===== src/rtl/prrs_pkg.sv =====
// ----------------------------------------------------------------------------
// prrs_pkg
// Shared types and constants for the pattern reverse/replace stream core.
// ----------------------------------------------------------------------------
`default_nettype none

package prrs_pkg;

    localparam int BYTE_W     = 8;
    localparam int CFG_W      = 64;
    localparam int CFG_ADDR_W = 2;
    localparam int LEN_REG_W  = 5;
    localparam int PAT_BYTES  = 16;
    localparam int PAT_IDX_W  = 4;

    localparam logic [CFG_ADDR_W-1:0] REG_PAT_LO = 2'd0;
    localparam logic [CFG_ADDR_W-1:0] REG_PAT_HI = 2'd1;
    localparam logic [CFG_ADDR_W-1:0] REG_LEN    = 2'd2;

    typedef struct packed {
        logic [BYTE_W-1:0] data;
        logic              run_last;
        logic              text_end;
    } t_slot;

    typedef struct packed {
        logic shift;
        logic load_pat;
        logic set_rl;
    } t_cell_ctl;

endpackage

`default_nettype wire


===== src/rtl/prrs_cell.sv =====
// ----------------------------------------------------------------------------
// prrs_cell
// One queue cell: holds a byte with its flags, shifts in its neighbor's
// byte (or its pattern byte on a load) on each shift, and compares the incoming
// byte with its reversed-pattern byte.
`default_nettype none

module prrs_cell (
    input  wire logic                        i_clk,
    input  wire prrs_pkg::t_cell_ctl         i_ctl,
    input  wire prrs_pkg::t_slot             i_prev,
    input  wire logic [prrs_pkg::BYTE_W-1:0] i_pat,
    input  wire logic [prrs_pkg::BYTE_W-1:0] i_rpat,
    output prrs_pkg::t_slot                  o_slot,
    output logic                             o_eq
);

    prrs_pkg::t_slot r_slot;
    prrs_pkg::t_slot n_slot;

    always_comb begin
        n_slot = r_slot;
        if (i_ctl.shift) begin
            n_slot.data     = i_ctl.load_pat ? i_pat : i_prev.data;
            n_slot.run_last = i_prev.run_last | i_ctl.set_rl;
            n_slot.text_end = i_prev.text_end;
        end
    end

    always_ff @(posedge i_clk) begin
        r_slot <= n_slot;
    end

    assign o_slot = r_slot;
    assign o_eq   = (i_prev.data == i_rpat);

endmodule

`default_nettype wire


===== src/rtl/pattern_reverse_replace_stream_core.sv =====
// ----------------------------------------------------------------------------
// pattern_reverse_replace_stream_core
// Streaming find-and-replace of a pattern by its reverse, built as a chain
// of byte cells. Newest byte enters cell 0; pending window bytes sit in the
// low cells, released bytes above them drain from the oldest cell.
// ----------------------------------------------------------------------------
// Throughput: one byte in and one byte out per cycle while neither stream stalls.
// A released byte is popped from the oldest cell into the output register;
//   bytes held in the window wait for the pattern length to fill.
// s_axis_tready drops for one cycle after each config write (reversed
//   pattern table reload) and while all 2*MAX_PATTERN cells are occupied.
// Reset (i_rst_n low, synchronous): queue empty, config registers zero.
`default_nettype none

module pattern_reverse_replace_stream_core #(
    parameter int MAX_PATTERN = 16
) (
    input  wire logic                            i_clk,
    input  wire logic                            i_rst_n,
    // config write port
    input  wire logic                            i_cfg_we,
    input  wire logic [prrs_pkg::CFG_ADDR_W-1:0] i_cfg_addr,
    input  wire logic [prrs_pkg::CFG_W-1:0]      i_cfg_wdata,
    // input stream
    input  wire logic                            s_axis_tvalid,
    output logic                                 s_axis_tready,
    input  wire logic [prrs_pkg::BYTE_W-1:0]     s_axis_tdata,  // [7:0] in_byte
    input  wire logic                            s_axis_tlast,  // in_last
    // output stream
    output logic                                 m_axis_tvalid,
    input  wire logic                            m_axis_tready,
    output logic [prrs_pkg::BYTE_W-1:0]          m_axis_tdata,  // [7:0] out_byte
    output logic                                 m_axis_tlast,  // run_last
    output logic                                 m_axis_tuser   // [0] text_end
);

    localparam int DEPTH   = 2 * MAX_PATTERN;
    localparam int IDX_W   = $clog2(DEPTH);
    localparam int CNT_W   = $clog2(DEPTH + 1);
    localparam int LEN_E_W = $clog2(MAX_PATTERN + 1);
    localparam int BW      = prrs_pkg::BYTE_W;

    logic [prrs_pkg::CFG_W-1:0] r_pat_lo;
    logic [prrs_pkg::CFG_W-1:0] r_pat_hi;
    logic [LEN_E_W-1:0]         r_len;
    logic                       r_busy;
    logic [CNT_W-1:0]           r_count;
    logic [LEN_E_W-1:0]         r_fill;
    logic                       r_ov;
    prrs_pkg::t_slot            r_out;
    logic [BW-1:0]              r_rpat [MAX_PATTERN];
    logic [BW-1:0]              n_rpat [MAX_PATTERN];

    logic [BW-1:0]              w_pat_all [prrs_pkg::PAT_BYTES];
    prrs_pkg::t_slot            w_slot [DEPTH];
    prrs_pkg::t_slot            w_new;
    prrs_pkg::t_slot            w_head;
    logic [DEPTH-1:0]           w_eq;
    logic                       w_acc;
    logic                       w_len0;
    logic                       w_full;
    logic                       w_match;
    logic                       w_hit;
    logic                       w_miss_rel;
    logic                       w_avail;
    logic                       w_pop;
    logic [LEN_E_W-1:0]         w_fill_acc;
    logic [LEN_E_W-1:0]         w_len_new;

    // pattern bytes and reversed table
    always_comb begin
        for (int k = 0; k < 8; k++) begin
            w_pat_all[k]     = r_pat_lo[k*BW +: BW];
            w_pat_all[k + 8] = r_pat_hi[k*BW +: BW];
        end
    end

    always_comb begin
        for (int j = 0; j < MAX_PATTERN; j++) begin
            if (j < r_len) begin
                n_rpat[j] = w_pat_all[prrs_pkg::PAT_IDX_W'(int'(r_len) - 1 - j)];
            end else begin
                n_rpat[j] = '0;
            end
        end
    end

    always_ff @(posedge i_clk) begin
        r_rpat <= n_rpat;
    end

    // match decision
    assign w_acc  = s_axis_tvalid & s_axis_tready;
    assign w_len0 = (r_len == '0);
    assign w_full = !w_len0 && ((r_fill + 1'b1) == r_len);

    always_comb begin
        w_match = 1'b1;
        for (int j = 0; j < DEPTH; j++) begin
            if (j < r_len && !w_eq[j]) begin
                w_match = 1'b0;
            end
        end
    end

    assign w_hit      = w_full & w_match;
    assign w_miss_rel = w_full & ~w_match & ~s_axis_tlast;

    assign w_new.data     = s_axis_tdata;
    assign w_new.run_last = w_len0 | w_hit | s_axis_tlast;
    assign w_new.text_end = s_axis_tlast;

    // cell chain
    for (genvar j = 0; j < DEPTH; j++) begin : g_cell
        prrs_pkg::t_cell_ctl w_ctl;
        prrs_pkg::t_slot     w_prev;
        logic [BW-1:0]       w_pat;
        logic [BW-1:0]       w_rpat;

        if (j == 0) begin : g_first
            assign w_prev = w_new;
        end else begin : g_next
            assign w_prev = w_slot[j-1];
        end

        if (j < MAX_PATTERN) begin : g_win
            assign w_pat        = w_pat_all[j];
            assign w_rpat       = r_rpat[j];
            assign w_ctl.load_pat = w_hit && (j < r_len);
            assign w_ctl.set_rl = w_miss_rel && (r_len == LEN_E_W'(j + 1));
        end else begin : g_tail
            assign w_pat        = '0;
            assign w_rpat       = '0;
            assign w_ctl.load_pat = 1'b0;
            assign w_ctl.set_rl = 1'b0;
        end

        assign w_ctl.shift = w_acc;

        prrs_cell u_cell (
            .i_clk  (i_clk),
            .i_ctl  (w_ctl),
            .i_prev (w_prev),
            .i_pat  (w_pat),
            .i_rpat (w_rpat),
            .o_slot (w_slot[j]),
            .o_eq   (w_eq[j])
        );
    end

    // head of queue and output register
    assign w_head  = w_slot[IDX_W'(r_count - 1'b1)];
    assign w_avail = (r_count > CNT_W'(r_fill));
    assign w_pop   = w_avail & (~r_ov | m_axis_tready);

    always_comb begin
        if (w_len0 || w_hit || s_axis_tlast) begin
            w_fill_acc = '0;
        end else if (w_full) begin
            w_fill_acc = r_len - 1'b1;
        end else begin
            w_fill_acc = r_fill + 1'b1;
        end
    end

    assign w_len_new = (i_cfg_wdata[prrs_pkg::LEN_REG_W-1:0] > MAX_PATTERN)
                     ? LEN_E_W'(MAX_PATTERN)
                     : LEN_E_W'(i_cfg_wdata[prrs_pkg::LEN_REG_W-1:0]);

    always_ff @(posedge i_clk) begin
        if (!i_rst_n) begin
            r_pat_lo <= '0;
            r_pat_hi <= '0;
            r_len    <= '0;
            r_busy   <= 1'b0;
            r_count  <= '0;
            r_fill   <= '0;
            r_ov     <= 1'b0;
        end else begin
            r_busy <= i_cfg_we;
            if (w_acc) begin
                r_fill <= w_fill_acc;
            end
            r_count <= r_count + CNT_W'(w_acc) - CNT_W'(w_pop);
            if (w_pop) begin
                r_ov <= 1'b1;
            end else if (m_axis_tready) begin
                r_ov <= 1'b0;
            end
            if (i_cfg_we) begin
                case (i_cfg_addr)
                    prrs_pkg::REG_PAT_LO: begin
                        r_pat_lo <= i_cfg_wdata;
                    end
                    prrs_pkg::REG_PAT_HI: begin
                        r_pat_hi <= i_cfg_wdata;
                    end
                    prrs_pkg::REG_LEN: begin
                        r_len   <= w_len_new;
                        r_fill  <= '0;
                        r_count <= '0;
                    end
                    default: begin
                    end
                endcase
            end
        end
    end

    always_ff @(posedge i_clk) begin
        if (w_pop) begin
            r_out <= w_head;
        end
    end

    assign s_axis_tready = (r_count != CNT_W'(DEPTH)) && !r_busy;
    assign m_axis_tvalid = r_ov;
    assign m_axis_tdata  = r_out.data;
    assign m_axis_tlast  = r_out.run_last;
    assign m_axis_tuser  = r_out.text_end;

endmodule

`default_nettype wire


===== config.mk =====
export PLATFORM = sky130hd
export DESIGN_NAME = pattern_reverse_replace_stream_core
export DESIGN_NICKNAME = d
export VERILOG_FILES = /design/src/rtl/prrs_pkg.sv /design/src/rtl/prrs_cell.sv /design/src/rtl/pattern_reverse_replace_stream_core.sv
export SDC_FILE = /design/constraint.sdc
export NUM_CORES = 1
export LEC_CHECK = 0
export BUFFER_PORTS_ARGS = -buffer_cell sky130_fd_sc_hd__buf_2
export CORE_MARGIN = 1.5
export CORE_UTILIZATION = 58
export CTS_BUF_LIST = sky130_fd_sc_hd__clkbuf_8
export DETAILED_ROUTE_END_ITERATION = 6
export GPL_ROUTABILITY_DRIVEN = 1
export PLACE_DENSITY = 0.77
export SLEW_MARGIN = 10
export SYNTH_ARGS = -nofsm -noshare
export SYNTH_HDL_FRONTEND = slang
export SYNTH_HIERARCHICAL = 1
export SYNTH_SLANG_ARGS = --single-unit

===== constraint.sdc =====
create_clock -name i_clk -period 10.5 [get_ports i_clk]
set_input_delay 1.05 -clock i_clk [delete_from_list [all_inputs] [get_ports i_clk]]
set_output_delay 1.05 -clock i_clk [all_outputs]
set_load 0.05 [all_outputs]

==> reports/summary.txt <==
Worst-case reg-to-reg path depth -> 10
Input/output buffers -> 91
Maximum clock frequency -> 181 MHz
Flop2flop setup slack -> 4.98 ns
Setup Buffers After CTS -> 0
Critical Path Most Common Cell -> buf_4
Hold depth -> 0
Hold-fix buffers at CTS -> 0
Peak VDD IR -> 151 uV
Crit path max-delay cell type -> xor2_1
Final Non-Filler Cells -> 4,176
DRT iter0 DRCs -> 2,717
Relative slew slack -> 11.0%
Hold Path Origin -> g_cell[3].u_cell/o_slot[0]
CP arrival -> 6.15 ns
Boundary Pins -> 92
YS warnings -> 6
Cts repair resizes -> 0
Vias in the first global route -> 25,000
Critical path cell sequence -> inv_4 -> ha_4 -> buf_4 -> buf_4 -> ha_1 -> inv_1 -> o21ai_1 -> xor2_1 -> nor2_1 -> nor3_1
Cell family contributing the most delay on the critical path -> buffers and inverters
Slowest cell delay on critical path -> 0.93 ns
Worst Hold Endpoint -> g_cell[4].u_cell/o_slot[0]
Inst Count DP -> 3,984
H-tree levels -> 3
DP Wirelength -> 83.6 mm
Critical Path RT -> 11.13 ns
Synth Cell Area -> 35,200 um2
Clk_lat worst skew -> 0.73 ns
Die height -> 249 um
RSZ-0062 raised after global routing -> no
CTS Root Cell -> clkbuf_8
Core ar. -> 60,100 um2
Max-Cap Viols -> 0
Via count -> 25,200
Setup-failing EPs final -> 0
DRT Pass-1 Iters -> 6
Final setup skew -> 0.0315 ns
Worst Setup Start Kind -> flip-flop
Nets -> 3,416
R2r startpoint -> r_len[0]
Die X -> 249 um
Drt total wl -> 111 mm
Crit path max fanout -> 70
Power, Total -> 7.43 mW
P per Cell Area -> 190 nW/um2
Final Hold Vio Count -> 0
CTS Buffer Depth -> 3
Final number of max-transition violations -> 0
Num CTS Buffers -> 102
Hold Path Class -> reg2reg
Reg2reg end -> g_cell[9].w_rpat[3]
CTS tree -> done
Initial antenna violation count -> 2
Post-Synthesis Cells -> 2,994
Number of fillers in the final layout -> 4,589
Initial Util -> 58.5%
WL/cell -> 26.5 um
CP Launch Point -> r_len[0]
Period utilisation layout -> 52.6%
Largest net degree at the start of global routing -> 167
Gr ovfl total -> 0
Crit end category -> flip-flop
# rows -> 90
All-Layer GR Usage -> 35.5%
Share of layout cells above drive strength 1 -> 23.5%
Setup TNS -> 0 ns
WS Path Type -> reg2reg
Number of clock sinks -> 604
Antenna violation net count after detailed routing -> 0
Syn avg cell area -> 11.8 um2
Outcome -> finished, final reports clean
Fin crit period -> 5.52 ns
Final Wtd Congestion -> 1.03
DRC -> 0
Drt via density -> 6.04
First-pass GRT wire length -> 162 mm
Leak pwr -> 14.2 nW
Least-Margin Pin Slew -> 1.33 ns
Clk slew on worst S/H paths -> 0.07 ns
Final core occ -> 64.9%
P&R area growth vs syn -> 10.8%
WP buf/inv -> 4
Die area -> 62,200 um2
[cells in the final DEF, fill, tap and decap left out, types with 4 or more instances in the layout]
cell	instances
a211oi_1	35
a21boi_0	129
a21oi_1	61
a22oi_1	5
a31oi_1	8
and2_1	10
and2b_1	4
and3_1	6
buf_2	90
buf_4	30
clkbuf_8	120
clkinv_1	6
clkinv_2	14
conb_1	280
dfxtp_1	271
edfxtp_1	330
ha_1	26
inv_1	62
inv_2	4
mux2_2	50
mux2_4	256
mux2i_1	178
mux4_2	148
nand2_1	392
nand2b_1	4
nand3_1	6
nand3b_1	4
nand4_1	62
nor2_1	213
nor2_2	4
nor2b_1	56
nor3_1	62
nor4_1	6
o21a_1	13
o21ai_0	65
or2_2	40
xnor2_1	255
xnor2_2	6
xor2_1	8
[power breakdown]
part           internal, mW  total [mW]  switching, mW
Combinational          1.04        2.27           1.22
Sequential             2.82        3.09          0.266
Clock                  1.07        2.07           1.01
Total                  4.93        7.43           2.50
[cell type report]
class                   count  area [um2]  area share, %
diodes                      2        5.00         0.0128
clock buffers             120        1650           4.23
clock inverters            70         339          0.869
inverters                  25         100          0.257
multi-input cells        2452       19800           50.9
flip-flops and latches    604       15400           39.5
well taps                 782         978           2.51
repair buffers            121         696           1.78
[metrics by stage]
stage | area [um2] | worst slack [ns] | hold slack (ns)
floorplan | 36300 | 2.79 | 0.421
global placement | 37000 | 5.30 | 0.429
detailed placement | 37000 | 5.14 | 0.432
CTS | 39000 | 5.11 | 0.444
global route | 39000 | 4.63 | 0.461
finish | 39000 | 4.98 | 0.435
[per-layer routing]
metal	vias up	part of all wire (%)	track usage, %
li1	11200	-	-
met1	12500	38	43.7
met2	1236	48	58.9
met3	327	7.5	6.57
met4	0	6.5	20.2
met5	-	0	0
[state kept, by name (all words and copies together) (netlist names)]
register              flops
m_axis_tdata              8
m_axis_tvalid             1
r_pat_hi                 64
g_cell.w_rpat           128
m_axis_tlast              1
r_pat_lo                 64
r_count                   6
m_axis_tuser              1
g_cell.u_cell/o_slot    320
r_len                     5
r_fill                    5
r_busy                    1
[how the worst max path moves through the flow]
stage	endpoint	slack [ns]	cells after the start
6_report	g_cell[9].w_rpat[3]	4.98	10
3_3_place_gp	g_cell[1].w_rpat[3]	5.30	9
4_1_cts	g_cell[1].w_rpat[5]	5.11	9
3_5_place_dp	g_cell[1].w_rpat[5]	5.14	9
5_1_grt	g_cell[9].w_rpat[4]	4.63	10
2_1_floorplan	r_fill[2]	2.79	11
(Power assumes the default switching activity.)
